$ cat src/design/at_address_field_quoter_top_macros.svh
// Assertion macros for the at_address_field_quoter block.
// Used by aafq_back in this folder; no other dependencies.
`ifndef AT_ADDRESS_FIELD_QUOTER_TOP_MACROS_SVH
`define AT_ADDRESS_FIELD_QUOTER_TOP_MACROS_SVH

// Clocked assertion, disabled while reset is asserted.
`define AAFQ_ASSERT(lbl, clk, rst_n, prop, msg) \
  lbl: assert property (@(posedge clk) disable iff (!rst_n) (prop)) else $error(msg);

// Condition that must never be true at a clock edge.
`define AAFQ_ASSERT_NEVER(lbl, clk, rst_n, cond, msg) \
  `AAFQ_ASSERT(lbl, clk, rst_n, !(cond), msg)

`endif

$ cat src/design/aafq_pkg.sv
// Package for the at_address_field_quoter block: phase enum, character codes,
// prefix text, queue command type and byte class helpers. No dependencies.
`default_nettype none

package aafq_pkg;

  typedef enum logic [2:0] {
    PH_SCAN,
    PH_HDR_BLANK,
    PH_HDR_DIGIT,
    PH_AFTER_COMMA,
    PH_LEAD,
    PH_IN_FIELD,
    PH_RAW_FIELD,
    PH_SKIP_LINE
  } aafq_phase_e;

  localparam int TAG_LEN = 9;
  localparam logic [7:0] TAG_TEXT [TAG_LEN] = '{
    8'h2B, 8'h43, 8'h47, 8'h50, 8'h41, 8'h44, 8'h44, 8'h52, 8'h3A
  };

  localparam logic [7:0] CH_QUOTE = 8'h22;
  localparam logic [7:0] CH_COMMA = 8'h2C;
  localparam logic [7:0] CH_SPACE = 8'h20;
  localparam logic [7:0] CH_TAB   = 8'h09;
  localparam logic [7:0] CH_CR    = 8'h0D;
  localparam logic [7:0] CH_LF    = 8'h0A;
  localparam logic [7:0] CH_ZERO  = 8'h30;
  localparam logic [7:0] CH_NINE  = 8'h39;
  localparam logic [7:0] CH_PLUS  = 8'h2B;

  localparam int QUEUE_DEPTH = 2;

  // Fixed part of one queued command; release count and blank snapshot travel beside it.
  typedef struct packed {
    logic [7:0] data;
    logic       quote;
    logic       ovf;
  } aafq_cmd_t;

  localparam int CMD_W = $bits(aafq_cmd_t);

  function automatic logic is_blank(input logic [7:0] b);
    is_blank = b inside {CH_SPACE, CH_TAB};
  endfunction

  function automatic logic is_eol(input logic [7:0] b);
    is_eol = b inside {CH_CR, CH_LF};
  endfunction

  function automatic logic is_digit(input logic [7:0] b);
    is_digit = b inside {[CH_ZERO:CH_NINE]};
  endfunction

endpackage

`default_nettype wire

$ cat src/design/aafq_front.sv
// Front end: accepts input bytes, tracks the line phase and held blanks, and
// issues one command per byte that yields output. Depends on aafq_pkg.
`default_nettype none

module aafq_front import aafq_pkg::*; #(
  parameter int BLANK_HOLD = 16,
  parameter int MAX_QUOTED = 4,
  localparam int CW = $clog2(BLANK_HOLD + 1),
  localparam int IW = (BLANK_HOLD > 1) ? $clog2(BLANK_HOLD) : 1,
  localparam int QW = $clog2(MAX_QUOTED + 1)
) (
  input  wire logic                  clk_i,
  input  wire logic                  rst_ni,
  input  wire logic                  enable_i,
  input  wire logic                  in_valid_i,
  output logic                       in_stall_o,
  input  wire logic [7:0]            in_byte_i,
  input  wire logic                  full_i,
  output logic                       push_o,
  output aafq_cmd_t                  cmd_o,
  output logic [CW-1:0]              rel_o,
  output logic [BLANK_HOLD-1:0]      blanks_o
);

  aafq_phase_e          phase_q, phase_d;
  logic [3:0]           prefix_q, prefix_d;
  logic [QW-1:0]        qf_q, qf_d;
  logic [CW-1:0]        pend_q, pend_d;
  logic [BLANK_HOLD-1:0] blanks_q;
  logic                 accept;
  logic                 hold;
  logic                 b_blank, b_eol, b_digit, b_comma, b_quote;
  logic                 pend_full;

  assign in_stall_o = full_i;
  assign accept     = in_valid_i && !full_i;
  assign b_blank    = is_blank(in_byte_i);
  assign b_eol      = is_eol(in_byte_i);
  assign b_digit    = is_digit(in_byte_i);
  assign b_comma    = (in_byte_i == CH_COMMA);
  assign b_quote    = (in_byte_i == CH_QUOTE);
  assign pend_full  = (pend_q >= CW'(BLANK_HOLD));
  assign hold       = enable_i && (phase_q == PH_IN_FIELD) && b_blank && !pend_full;

  // Next state
  always_comb begin
    phase_d  = phase_q;
    prefix_d = prefix_q;
    qf_d     = qf_q;
    pend_d   = pend_q;
    if (accept) begin
      if (!enable_i) begin
        phase_d  = PH_SCAN;
        prefix_d = '0;
        qf_d     = '0;
        pend_d   = '0;
      end else begin
        case (phase_q)
          PH_SCAN: begin
            if (prefix_q < 4'(TAG_LEN) && in_byte_i == TAG_TEXT[prefix_q]) begin
              if (prefix_q == 4'(TAG_LEN - 1)) begin
                prefix_d = '0;
                qf_d     = '0;
                phase_d  = PH_HDR_BLANK;
              end else begin
                prefix_d = prefix_q + 4'd1;
              end
            end else begin
              prefix_d = (in_byte_i == CH_PLUS) ? 4'd1 : 4'd0;
            end
          end
          PH_HDR_BLANK, PH_HDR_DIGIT: begin
            if (b_eol) begin
              phase_d  = PH_SCAN;
              prefix_d = '0;
              qf_d     = '0;
            end else if (phase_q == PH_HDR_BLANK && b_blank) begin
              phase_d = phase_q;
            end else if (b_digit) begin
              phase_d = PH_HDR_DIGIT;
            end else if (b_comma) begin
              phase_d = PH_AFTER_COMMA;
            end else begin
              phase_d = PH_SKIP_LINE;
            end
          end
          PH_AFTER_COMMA, PH_LEAD: begin
            if (b_eol) begin
              phase_d  = PH_SCAN;
              prefix_d = '0;
              qf_d     = '0;
            end else if (phase_q == PH_AFTER_COMMA && b_quote) begin
              phase_d = PH_SKIP_LINE;
            end else if (b_blank || b_comma) begin
              phase_d = PH_LEAD;
            end else if (b_quote) begin
              phase_d = PH_RAW_FIELD;
            end else begin
              qf_d    = qf_q + QW'(1);
              pend_d  = '0;
              phase_d = PH_IN_FIELD;
            end
          end
          PH_IN_FIELD: begin
            if (b_blank) begin
              pend_d = pend_full ? '0 : pend_q + CW'(1);
            end else if (b_comma || b_eol) begin
              pend_d = '0;
              if (b_eol) begin
                phase_d  = PH_SCAN;
                prefix_d = '0;
                qf_d     = '0;
              end else if (qf_q >= QW'(MAX_QUOTED)) begin
                phase_d = PH_SKIP_LINE;
              end else begin
                phase_d = PH_LEAD;
              end
            end else begin
              pend_d = '0;
            end
          end
          PH_RAW_FIELD: begin
            if (b_eol) begin
              phase_d  = PH_SCAN;
              prefix_d = '0;
              qf_d     = '0;
            end else if (b_comma) begin
              phase_d = PH_LEAD;
            end
          end
          default: begin
            if (b_eol) begin
              phase_d  = PH_SCAN;
              prefix_d = '0;
              qf_d     = '0;
            end
          end
        endcase
      end
    end
  end

  // Command outputs
  always_comb begin
    push_o       = accept && !hold;
    cmd_o.data   = in_byte_i;
    cmd_o.quote  = 1'b0;
    cmd_o.ovf    = 1'b0;
    rel_o        = '0;
    blanks_o     = blanks_q;
    if (!enable_i) begin
      rel_o = pend_q;
    end else begin
      case (phase_q)
        PH_AFTER_COMMA, PH_LEAD: begin
          cmd_o.quote = !b_eol && !b_blank && !b_comma && !b_quote;
        end
        PH_IN_FIELD: begin
          if (b_blank) begin
            cmd_o.ovf = pend_full;
            rel_o     = pend_q;
          end else begin
            cmd_o.quote = b_comma || b_eol;
            rel_o       = pend_q;
          end
        end
        default: begin
          rel_o = '0;
        end
      endcase
    end
  end

  always_ff @(posedge clk_i or negedge rst_ni) begin
    if (!rst_ni) begin
      phase_q  <= PH_SCAN;
      prefix_q <= '0;
      qf_q     <= '0;
      pend_q   <= '0;
    end else begin
      phase_q  <= phase_d;
      prefix_q <= prefix_d;
      qf_q     <= qf_d;
      pend_q   <= pend_d;
    end
  end

  // Held blank store, 1 = tab
  always_ff @(posedge clk_i) begin
    if (accept && hold) begin
      blanks_q[pend_q[IW-1:0]] <= (in_byte_i == CH_TAB);
    end
  end

endmodule

`default_nettype wire

$ cat src/design/aafq_fifo.sv
// Short command queue between front and back ends.
// Depends on aafq_pkg for the default depth QUEUE_DEPTH.
`default_nettype none

module aafq_fifo import aafq_pkg::*; #(
  parameter int W     = 8,
  parameter int DEPTH = QUEUE_DEPTH,
  localparam int PW = (DEPTH > 1) ? $clog2(DEPTH) : 1,
  localparam int NW = $clog2(DEPTH + 1)
) (
  input  wire logic         clk_i,
  input  wire logic         rst_ni,
  input  wire logic         push_i,
  input  wire logic [W-1:0] din_i,
  input  wire logic         pop_i,
  output logic [W-1:0]      dout_o,
  output logic              empty_o,
  output logic              full_o
);

  logic [W-1:0]  mem_q [DEPTH];
  logic [PW-1:0] wr_q, rd_q;
  logic [NW-1:0] cnt_q;

  function automatic logic [PW-1:0] next_ptr(input logic [PW-1:0] p);
    next_ptr = (p == PW'(DEPTH - 1)) ? '0 : p + PW'(1);
  endfunction

  assign empty_o = (cnt_q == '0);
  assign full_o  = (cnt_q == NW'(DEPTH));
  assign dout_o  = mem_q[rd_q];

  always_ff @(posedge clk_i) begin
    if (push_i) begin
      mem_q[wr_q] <= din_i;
    end
  end

  always_ff @(posedge clk_i or negedge rst_ni) begin
    if (!rst_ni) begin
      wr_q  <= '0;
      rd_q  <= '0;
      cnt_q <= '0;
    end else begin
      if (push_i) begin
        wr_q <= next_ptr(wr_q);
      end
      if (pop_i) begin
        rd_q <= next_ptr(rd_q);
      end
      if (push_i && !pop_i) begin
        cnt_q <= cnt_q + NW'(1);
      end else if (pop_i && !push_i) begin
        cnt_q <= cnt_q - NW'(1);
      end
    end
  end

endmodule

`default_nettype wire

$ cat src/design/aafq_back.sv
// Back end: plays out one queued command as a quote, released blanks and the byte
// itself, one output transaction per cycle unless stalled. Uses aafq_pkg and macros.
`default_nettype none
`include "at_address_field_quoter_top_macros.svh"

module aafq_back import aafq_pkg::*; #(
  parameter int BLANK_HOLD = 16,
  localparam int CW = $clog2(BLANK_HOLD + 1),
  localparam int IW = (BLANK_HOLD > 1) ? $clog2(BLANK_HOLD) : 1
) (
  input  wire logic                  clk_i,
  input  wire logic                  rst_ni,
  input  wire logic                  valid_i,
  input  wire aafq_cmd_t             cmd_i,
  input  wire logic [CW-1:0]         rel_i,
  input  wire logic [BLANK_HOLD-1:0] blanks_i,
  output logic                       pop_o,
  output logic                       out_valid_o,
  input  wire logic                  out_stall_i,
  output logic [7:0]                 out_byte_o,
  output logic                       out_last_of_run_o,
  output logic                       out_blank_overflow_o
);

  logic          quote_done_q;
  logic [CW-1:0] idx_q;
  logic          quote_pend, blank_pend, fire, last;

  assign quote_pend = cmd_i.quote && !quote_done_q;
  assign blank_pend = (idx_q < rel_i);
  assign last       = !quote_pend && !blank_pend;
  assign fire       = valid_i && !out_stall_i;
  assign pop_o      = fire && last;

  assign out_valid_o          = valid_i;
  assign out_last_of_run_o    = last;
  assign out_blank_overflow_o = cmd_i.ovf;

  always_comb begin
    if (quote_pend) begin
      out_byte_o = CH_QUOTE;
    end else if (blank_pend) begin
      out_byte_o = blanks_i[idx_q[IW-1:0]] ? CH_TAB : CH_SPACE;
    end else begin
      out_byte_o = cmd_i.data;
    end
  end

  always_ff @(posedge clk_i or negedge rst_ni) begin
    if (!rst_ni) begin
      quote_done_q <= 1'b0;
      idx_q        <= '0;
    end else if (fire) begin
      if (last) begin
        quote_done_q <= 1'b0;
        idx_q        <= '0;
      end else if (quote_pend) begin
        quote_done_q <= 1'b1;
      end else begin
        idx_q <= idx_q + CW'(1);
      end
    end
  end

  `AAFQ_ASSERT(a_pop_on_final, clk_i, rst_ni, pop_o |-> (out_valid_o && !out_stall_i && last), "pop without final transaction")
  `AAFQ_ASSERT(a_idx_bound, clk_i, rst_ni, valid_i |-> (idx_q <= rel_i), "blank index past release count")
  `AAFQ_ASSERT(a_quote_first, clk_i, rst_ni, (valid_i && idx_q != '0) |-> (quote_done_q || !cmd_i.quote), "blank sent before opening quote")
  `AAFQ_ASSERT_NEVER(a_idle_progress, clk_i, rst_ni, !valid_i && (quote_done_q || idx_q != '0), "progress held with empty queue")

endmodule

`default_nettype wire

$ cat src/design/at_address_field_quoter_top.sv
// Top level of the address field quoter: configuration register, front end,
// command queue and back end. Depends on aafq_pkg, aafq_front, aafq_fifo, aafq_back.
//
// Usage: bytes of a modem response enter on in_valid_i/in_byte_i and are accepted
// when in_stall_o is low. Each accepted byte yields zero to BLANK_HOLD+2 output
// transactions on out_valid_o/out_byte_o, the final one marked by
// out_last_of_run_o; out_blank_overflow_o flags every transaction of a byte whose
// blank overflowed the held-blank store. Blanks held inside a field produce none.
// Throughput: the front takes one byte per cycle while the two-entry command queue
// has room; the back gives one transaction per unstalled cycle, so a byte holds
// the back to its last output and a long release stalls input via the queue.
// Stall on the output holds the current transaction; the queue then fills and
// in_stall_o rises. cfg_we_i writes rewrite_enable (cfg_wdata_i); the user must
// do so only while idle, and the block itself does not enforce this.
// Reset: rewrite_enable = 1, scanning for the prefix, queue empty; no clearing pass.
`default_nettype none

module at_address_field_quoter_top import aafq_pkg::*; #(
  parameter int BLANK_HOLD = 16,
  parameter int MAX_QUOTED = 4
) (
  input  wire logic       clk_i,
  input  wire logic       rst_ni,
  input  wire logic       cfg_we_i,
  input  wire logic       cfg_wdata_i,
  input  wire logic       in_valid_i,
  output logic            in_stall_o,
  input  wire logic [7:0] in_byte_i,
  output logic            out_valid_o,
  input  wire logic       out_stall_i,
  output logic [7:0]      out_byte_o,
  output logic            out_last_of_run_o,
  output logic            out_blank_overflow_o
);

  localparam int CW = $clog2(BLANK_HOLD + 1);
  localparam int QWD = CMD_W + CW + BLANK_HOLD;

  logic                  enable_q;
  logic                  push, pop, empty, full;
  aafq_cmd_t             f_cmd, b_cmd;
  logic [CW-1:0]         f_rel, b_rel;
  logic [BLANK_HOLD-1:0] f_blanks, b_blanks;
  logic [QWD-1:0]        q_din, q_dout;

  always_ff @(posedge clk_i or negedge rst_ni) begin
    if (!rst_ni) begin
      enable_q <= 1'b1;
    end else if (cfg_we_i) begin
      enable_q <= cfg_wdata_i;
    end
  end

  aafq_front #(
    .BLANK_HOLD (BLANK_HOLD),
    .MAX_QUOTED (MAX_QUOTED)
  ) u_front (
    .clk_i      (clk_i),
    .rst_ni     (rst_ni),
    .enable_i   (enable_q),
    .in_valid_i (in_valid_i),
    .in_stall_o (in_stall_o),
    .in_byte_i  (in_byte_i),
    .full_i     (full),
    .push_o     (push),
    .cmd_o      (f_cmd),
    .rel_o      (f_rel),
    .blanks_o   (f_blanks)
  );

  assign q_din = {f_cmd, f_rel, f_blanks};

  aafq_fifo #(
    .W     (QWD),
    .DEPTH (QUEUE_DEPTH)
  ) u_fifo (
    .clk_i   (clk_i),
    .rst_ni  (rst_ni),
    .push_i  (push),
    .din_i   (q_din),
    .pop_i   (pop),
    .dout_o  (q_dout),
    .empty_o (empty),
    .full_o  (full)
  );

  assign b_cmd    = q_dout[QWD-1 -: CMD_W];
  assign b_rel    = q_dout[BLANK_HOLD +: CW];
  assign b_blanks = q_dout[BLANK_HOLD-1:0];

  aafq_back #(
    .BLANK_HOLD (BLANK_HOLD)
  ) u_back (
    .clk_i                (clk_i),
    .rst_ni               (rst_ni),
    .valid_i              (!empty),
    .cmd_i                (b_cmd),
    .rel_i                (b_rel),
    .blanks_i             (b_blanks),
    .pop_o                (pop),
    .out_valid_o          (out_valid_o),
    .out_stall_i          (out_stall_i),
    .out_byte_o           (out_byte_o),
    .out_last_of_run_o    (out_last_of_run_o),
    .out_blank_overflow_o (out_blank_overflow_o)
  );

endmodule

`default_nettype wire
$ cat config.mk
export PLATFORM = sky130hd
export DESIGN_NAME = at_address_field_quoter_top
export DESIGN_NICKNAME = d
export VERILOG_FILES = /design/src/design/aafq_pkg.sv /design/src/design/aafq_front.sv /design/src/design/aafq_fifo.sv /design/src/design/aafq_back.sv /design/src/design/at_address_field_quoter_top.sv
export VERILOG_INCLUDE_DIRS = /design/src /design/src/design
export SDC_FILE = /design/constraint.sdc
export NUM_CORES = 1
export LEC_CHECK = 0
export ABC_AREA = 0
export BUFFER_PORTS_ARGS = -buffer_cell sky130_fd_sc_hd__buf_2
export CAP_MARGIN = 20
export CORE_ASPECT_RATIO = 1.4
export CORE_UTILIZATION = 37
export DETAILED_ROUTE_END_ITERATION = 8
export HOLD_SLACK_MARGIN = 0.03
export SLEW_MARGIN = 20
export SYNTH_ARGS = -nofsm -noshare
export SYNTH_HDL_FRONTEND = slang
export SYNTH_SLANG_ARGS = --single-unit
$ cat constraint.sdc
create_clock -name clk_i -period 2.8 [get_ports clk_i]
set_input_delay 0.56 -clock clk_i [delete_from_list [all_inputs] [get_ports clk_i]]
set_output_delay 0.56 -clock clk_i [all_outputs]
set_load 0.01 [all_outputs]
==> results of run 1 <==
[synth_stat cells, types with 2 or more instances]
| master | instances |
|---|---|
| mux4_1 | 2 |
| nor2b_1 | 5 |
| buf_1 | 2 |
| and3b_1 | 2 |
| a21oi_1 | 16 |
| or4b_2 | 2 |
| xor2_1 | 4 |
| and3_1 | 5 |
| edfxtp_1 | 78 |
| nand3b_1 | 2 |
| a211o_1 | 3 |
| and2_1 | 5 |
| mux2_2 | 4 |
| o2111ai_1 | 5 |
| or2_2 | 6 |
| a211oi_1 | 2 |
| mux2i_1 | 16 |
| nor3_1 | 8 |
| nand4_1 | 4 |
| nor3b_1 | 5 |
| a22o_1 | 4 |
| nor4_1 | 3 |
| nand3_1 | 12 |
| a31oi_1 | 2 |
| nand2b_1 | 11 |
| o21bai_2 | 2 |
| clkbuf_1 | 13 |
| o32ai_1 | 3 |
| xnor2_1 | 3 |
| nor2_1 | 29 |
| or3_1 | 2 |
| mux4_2 | 8 |
| nand2_1 | 30 |
| o31ai_1 | 5 |
| ha_1 | 15 |
| inv_1 | 14 |
| o21ai_0 | 21 |
| dfrtp_1 | 25 |
| o2bb2ai_1 | 2 |
[how the worst max path moves through the flow]
stage | to | slack (ns) | depth (start not counted)
floorplan | out_byte_o[1] | 0.11 | 9
global placement | out_byte_o[5] | -0.05 | 7
detailed placement | out_byte_o[5] | -0.12 | 7
CTS | out_byte_o[5] | -0.39 | 7
global route | out_byte_o[5] | -0.44 | 7
finish | out_byte_o[5] | -0.35 | 7
[through the flow]
step | setup WS (ns) | cell area (um^2) | std cells | utilization, % | TNS, ns
2_1_floorplan | 0.109 | 5230 | 415 | - | 0
6_report | -0.350 | 6170 | 660 | 44.6 | -1.77
4_1_cts | -0.391 | 6150 | 658 | 44.4 | -1.89
5_1_grt | -0.441 | 6170 | 660 | 44.6 | -2.75
3_5_place_dp | -0.121 | 5750 | 638 | 41.5 | -0.212
3_3_place_gp | -0.0540 | 5750 | 638 | 41.5 | -0.0540
[routing by layer]
metal	global-route usage, %	vias up	routed length, um	part of all wire [%]
met2	26.4	62	5630	54
met3	2.36	19	237	2.3
met5	0	-	0	0
met1	18.4	1690	4240	41
met4	7.37	0	269	2.6
li1	-	1694	-	-
[power by group]
group	internal [W]	total [W]	leakage, nW	switching, W
combinational	0.000982	0.00209	1.09	0.00111
clock	0.000657	0.00129	0.157	0.000633
sequential	0.00195	0.00211	0.970	0.000162
[layout by cell type, fill, tap and decap left out, drive strengths merged, types with 12 or more instances in the layout]
| master | n |
|---|---|
| nand2 | 30 |
| o21ai | 22 |
| buf | 63 |
| dfrtp | 25 |
| ha | 15 |
| mux2i | 16 |
| nor2 | 29 |
| a21oi | 16 |
| edfxtp | 78 |
| nand3 | 12 |
| inv | 19 |
[layout make-up]
| class | instances | share of cell area, % |
|---|---|---|
| well taps | 185 | 3.75 |
| flip-flops and latches | 104 | 48.5 |
| clock inverters | 7 | 1.60 |
| clock buffers | 9 | 3.65 |
| repair buffers | 63 | 7.32 |
| multi-input cells | 277 | 34.2 |
| inverters | 15 | 0.912 |
[cells by family (layout without fill, tap and decap cells)]
kind of cell,Yosys count,in the layout,synth area share [%]
and+or+nand+nor,138,138,14.0
adders and majority gates,15,15,3.59
AOI/OAI and AO/OA,86,86,12.4
buffers and inverters,34,94,2.90
DFF,104,104,57.3
xor gates and xnor gates,7,7,1.17
muxes,31,31,8.60
[flip-flops by register name (all words and copies together), names as in the netlist]
signal	count
u_front.pend_q	5
u_front.prefix_q	4
u_fifo.rd_q	1
u_front.blanks_o	16
u_front.phase_q	3
u_fifo.wr_q	1
u_fifo.cnt_q	2
enable_q	1
u_front.qf_q	3
u_back.idx_q	5
u_fifo.mem_q	62
u_back.quote_done_q	1
[what timing repair did]
item,CTS,global route
resized for setup,14,2
pin swaps,4,0
setup endpoints to repair,9,10
buffers inserted,4,2
==> qor.txt, run 1 <==
DRC violations left = 0
Vias = 3,465
Synth area leader = edfxtp_1
Total power = 0.00549 W
Startpoint class of the critical path = register
First-pass GRT wire length = 17,000 um
Endpoint class of the critical path = output port
Netlist Area Pre-Place = 5220 um^2
Layout cell share with drive strength beyond 1 = 25.5%
CTS Sinks = 104
Largest net degree at the start of global routing = 27
CP most frequent cell = mux4_2
DP HPWL = 7750 um
Final GP Congestion = 0.821
Grt ovf = 0
Final Hold Fails = 0
Post-synthesis async set-or-reset flop share = 25.0%
Initial antenna violation count = 0
Multi-input gate area = 2110 um^2
Setup Viol. Count Final = 9
Post-DR vias/cell = 5.25
Latest clock arrival within the worst-skew pair = 0.35 ns
Worst endpoint data arrival time = 2.59 ns
Clock Tree Root = clkbuf_16
Initial core utilization = 37.7%
Vias in the first global route = 3,551
Clk buf depth = 2
Synth Register Bits = 104
Number of synthesized flops with an enable pin = 78
Hold Slack = 0.227 ns
Clock Pin Slew Worst Setup and Hold Paths = 0.08 ns
Number of H-tree levels = 3
Synth top area cells = edfxtp_1 45%, dfrtp_1 12%, ha_1 3.6%
Inserted Diodes = 0
Failing checks = negative setup slack
Cell Rows = 51
Synth top area share = 44.9%
Main synth FF type = edfxtp_1
CP peak stage delay = 0.50 ns
R2r endpoint = u_fifo.cnt_q[1]$_DFFE_PN0P_
Peak VDD IR = 0.000350 V
WP buf/inv = 2
Fmax = 0.317 GHz
YS warnings = 0
GRT Overall Usage = 15.3%
Post-route antenna net violation count = 0
Sequence of cells on the critical path = buf_12 -> mux4_2 -> mux4_2 -> mux2_4 -> o21ai_4 -> o21bai_2 -> buf_2
FF-to-FF Start = u_fifo.rd_q$_DFFE_PN0P_
RSZ-0062 raised after global routing = yes
Setup WS post-layout = -0.350 ns
Req. time, crit path = 2.24 ns
R2R cell count = 13
Routed wire length per instance = 15.7 um
Synth-to-Final Area Change = 18.2%
Post-Syn Nets = 444
Sequential element share of the synthesized area = 57.3%
Top Family by Delay on Critical Path = multiplexers
Fillers = 1,259
Max cap viols = 0
Least-Margin Pin Slew = 0.715 ns
Register Area = 3000 um^2
# port buffers = 25
DRT Pass-1 Iters = 6
Chip Height = 143 um
Placeable Area = 13,800 um^2
PwrDens = 890 nW/um^2
CTS tree = done
Run status = finished with violations
Final Routed Wirelength = 10,400 um
Leakage Power = 2.22 nW
Setup CP Type = reg -> out
Initial drt markers = 168
Crit-path slowest cell = mux4_2
Post-synthesis cell count = 415
Skew final = 0.0127 ns
Hold WC Path Type = in -> async
Synth unique cells = 74
Rel. slew slack = 52.1%
# IOs = 26
CTS Hold Bufs = 0
Slew Limit Fails = 0
Final net count = 499
Critical path startpoint = u_fifo.rd_q$_DFFE_PN0P_
Critical path peak fanout = 8
Avg Inst Size Synth = 12.6 um^2
Tcrit/Tclk final = 113%
Die X = 102 um
CTS Buf Count = 9
Final Critical Period = 3.15 ns
FF-to-FF setup slack = 0.13 ns
Die area = 14,600 um^2
Power figures use the tool's default switching activity.
==> run 2, diff against run 1 <==
--- a/config.mk
+++ b/config.mk
@@ -10,7 +10,7 @@
 export BUFFER_PORTS_ARGS = -buffer_cell sky130_fd_sc_hd__buf_2
 export CAP_MARGIN = 20
 export CORE_ASPECT_RATIO = 1.4
-export CORE_UTILIZATION = 37
+export CORE_UTILIZATION = 40
 export DETAILED_ROUTE_END_ITERATION = 8
 export HOLD_SLACK_MARGIN = 0.03
 export SLEW_MARGIN = 20
==> qor.txt, run 2 (synthesis results as in run 1) <==
Run status = finished with violations
Failing checks = negative setup slack
Met2 Usage GRT = 29.7% (+3.3 points)
Max reg flops = 62 (unchanged)
Final Hold Fails = 0 (unchanged)
Post-route antenna net violation count = 0 (unchanged)
Vias in the first global route = 3,348 (-5.7%)
Placeable Area = 12,800 um^2 (-7.5%)
Layout cell share with drive strength beyond 1 = 25.3% (-0.15 points)
Die area = 13,500 um^2 (-7.4%)
Clk buf depth = 2 (unchanged)
# port buffers = 25 (unchanged)
GR peak layer = met2
Slew Limit Fails = 0 (unchanged)
Register Area = 2990 um^2 (about the same)
PwrDens = 911 nW/um^2 (+2.4%)
CTS Buf Count = 9 (unchanged)
Largest net degree at the start of global routing = 32 (+19%)
Worst endpoint data arrival time = 2.59 ns (about the same)
DP HPWL = 7840 um (+1.2%)
Leakage Power = 2.19 nW (-1.2%)
Die X = 98.6 um (-3.7%)
Endpoint class of the critical path = output port
Chip Height = 137 um (-3.8%)
Cell Rows = 49 (-3.9%)
CTS Hold Bufs = 0 (unchanged)
Multi-input gate area = 2130 um^2 (+0.95%)
Met3 Track Usage GR = 3.81% (+1.4 points)
GRT met1 Usage = 19.9% (+1.5 points)
Largest reg by FF count = u_fifo.mem_q
Setup WS post-layout = -0.353 ns (-0.00229 ns)
CTS tree = done
Fmax = 0.317 GHz (about the same)
Routed wire length per instance = 17.2 um (+9.5%)
Setup CP Type = reg -> out
Grt ovf = 0 (unchanged)
Rel. slew slack = 56.0% (+3.9 points)
Least-Margin Pin Slew = 0.660 ns (-0.0551 ns)
Vias = 3,472 (+0.20%)
Skew final = 0.00721 ns (-0.00551 ns)
Placed insts = 601 (-5.8%)
Clock Pin Slew Worst Setup and Hold Paths = 0.07 ns (about the same)
Hold WC Path Type = in -> async
Final Routed Wirelength = 10,700 um (+3.4%)
Post-DR vias/cell = 5.57 (+6.2%)
Hold Slack = 0.229 ns (+0.00230 ns)
First-pass GRT wire length = 17,100 um (+0.77%)
Latest clock arrival within the worst-skew pair = 0.35 ns (about the same)
Initial core utilization = 40.7% (+3.0 points)
Fin cells = 623 (-5.6%)
Final net count = 494 (-1.0%)
Commonest non-fill, non-tap cells in the layout = 78 x edfxtp_1, 28 x nand2_1, 28 x buf_4
# IOs = 26 (unchanged)
DRC violations left = 0 (unchanged)
RSZ-0062 raised after global routing = yes
DRT Pass-1 Iters = 4 (-2)
Synth-to-Final Area Change = 17.1%
Peak VDD IR = 0.000456 V (+30%)
Fillers = 1,119 (-11%)
Setup Viol. Count Final = 9 (unchanged)
Clock Tree Root = clkbuf_16
Initial antenna violation count = 0 (unchanged)
Startpoint class of the critical path = register
Initial drt markers = 149 (-11%)
Final GP Congestion = 0.828 (+0.80%)
GRT Overall Usage = 16.6% (+1.4 points)
Max cap viols = 0 (unchanged)
Req. time, crit path = 2.24 ns (about the same)
Inserted Diodes = 0 (unchanged)
Final Critical Period = 3.15 ns (+0.00230 ns)
Tcrit/Tclk final = 113% (about the same)
Critical path peak fanout = 9 (+1)
Number of H-tree levels = 3 (unchanged)
CTS Sinks = 104 (unchanged)
Most common cell after layout, fill and taps aside = edfxtp_1
run 2: cell types whose count changed in the layout (fill, tap and decap cells not counted), moves of 2 or more:
| cell | change |
|---|---|
| clkinvlp_4 | +2 |
| nor2_1 | -2 |
| clkinv_8 | -3 |
| inv_6 | +2 |
| inv_8 | -2 |
| nor2_2 | +2 |
| buf_4 | -6 |
run 2: metrics by stage:
step           total power, W  instance area (um^2)  setup slack (ns)  util (%)  setup TNS [ns]
2_1_floorplan         0.00336                  5230             0.109         -               0
3_3_place_gp          0.00400                  5690           -0.0301      44.4         -0.0301
3_5_place_dp          0.00404                  5690           -0.0679      44.4         -0.0679
4_1_cts               0.00556                  6090            -0.372      47.5           -2.18
5_1_grt               0.00590                  6110            -0.439      47.7           -2.84
6_report              0.00557                  6110            -0.353      47.7           -2.14
run 2: cell type report:
cell class	count	area share, %
sequential	104	49.0
clock buffer	10	3.91
multi-input combinational	277	34.9
timing repair buffer	58	6.98
tap	153	3.13
inverter	15	0.921
clock inverter	6	1.21
run 2: repair_timing:
action	CTS	global route
resized for setup	15	6
endpoints found under the setup margin	10	10
endpoints found under the hold margin	0	0
setup buffers	5	1
pin swaps	2	3
run 2: worst paths after layout:
check                                          startpoint                         endpoint  slack (ns)  cells past startpoint
min reg2reg                u_front.blanks_o[13]$_DFFE_PP_    u_fifo.mem_q[1][13]$_DFFE_PP_        0.44                      0
min in group clk_i         u_front.blanks_o[13]$_DFFE_PP_    u_fifo.mem_q[1][13]$_DFFE_PP_        0.44                      0
min                                                rst_ni  u_front.prefix_q[2]$_DFFE_PN0P_        0.23                      1
max reg2reg                       u_fifo.rd_q$_DFFE_PN0P_      u_fifo.cnt_q[1]$_DFFE_PN0P_        0.10                     14
max                               u_fifo.rd_q$_DFFE_PN0P_                    out_byte_o[5]       -0.35                     11
max in group asynchronous                          rst_ni      u_back.idx_q[2]$_DFFE_PN0P_        2.13                      1
run 2: layer usage:
| metal | share of wire (%) | wire length, um | vias up |
|---|---|---|---|
| met5 | 0 | 0 | - |
| met4 | 1.5 | 166 | 0 |
| met3 | 3.3 | 356 | 11 |
| met2 | 54 | 5810 | 52 |
| met1 | 41 | 4400 | 1726 |
| li1 | - | - | 1683 |
run 2: worst max-delay path: stages, from the launching register on:
cell	delay, ns
dfrtp_1	0.39
buf_12	0.15
buf_4	0.14
buf_12	0.12
mux2i_1	0.17
ha_1	0.29
a21oi_2	0.14
nand2_1	0.10
a41o_4	0.29
o21ai_4	0.17
o21bai_2	0.13
buf_2	0.14
run 2: power breakdown:
group | leakage [nW] | internal [W] | switching (W)
Sequential | 0.971 | 0.00195 | 0.000164
Clock | 0.148 | 0.000730 | 0.000579
Combinational | 1.07 | 0.00100 | 0.00115
Total | 2.19 | 0.00368 | 0.00189
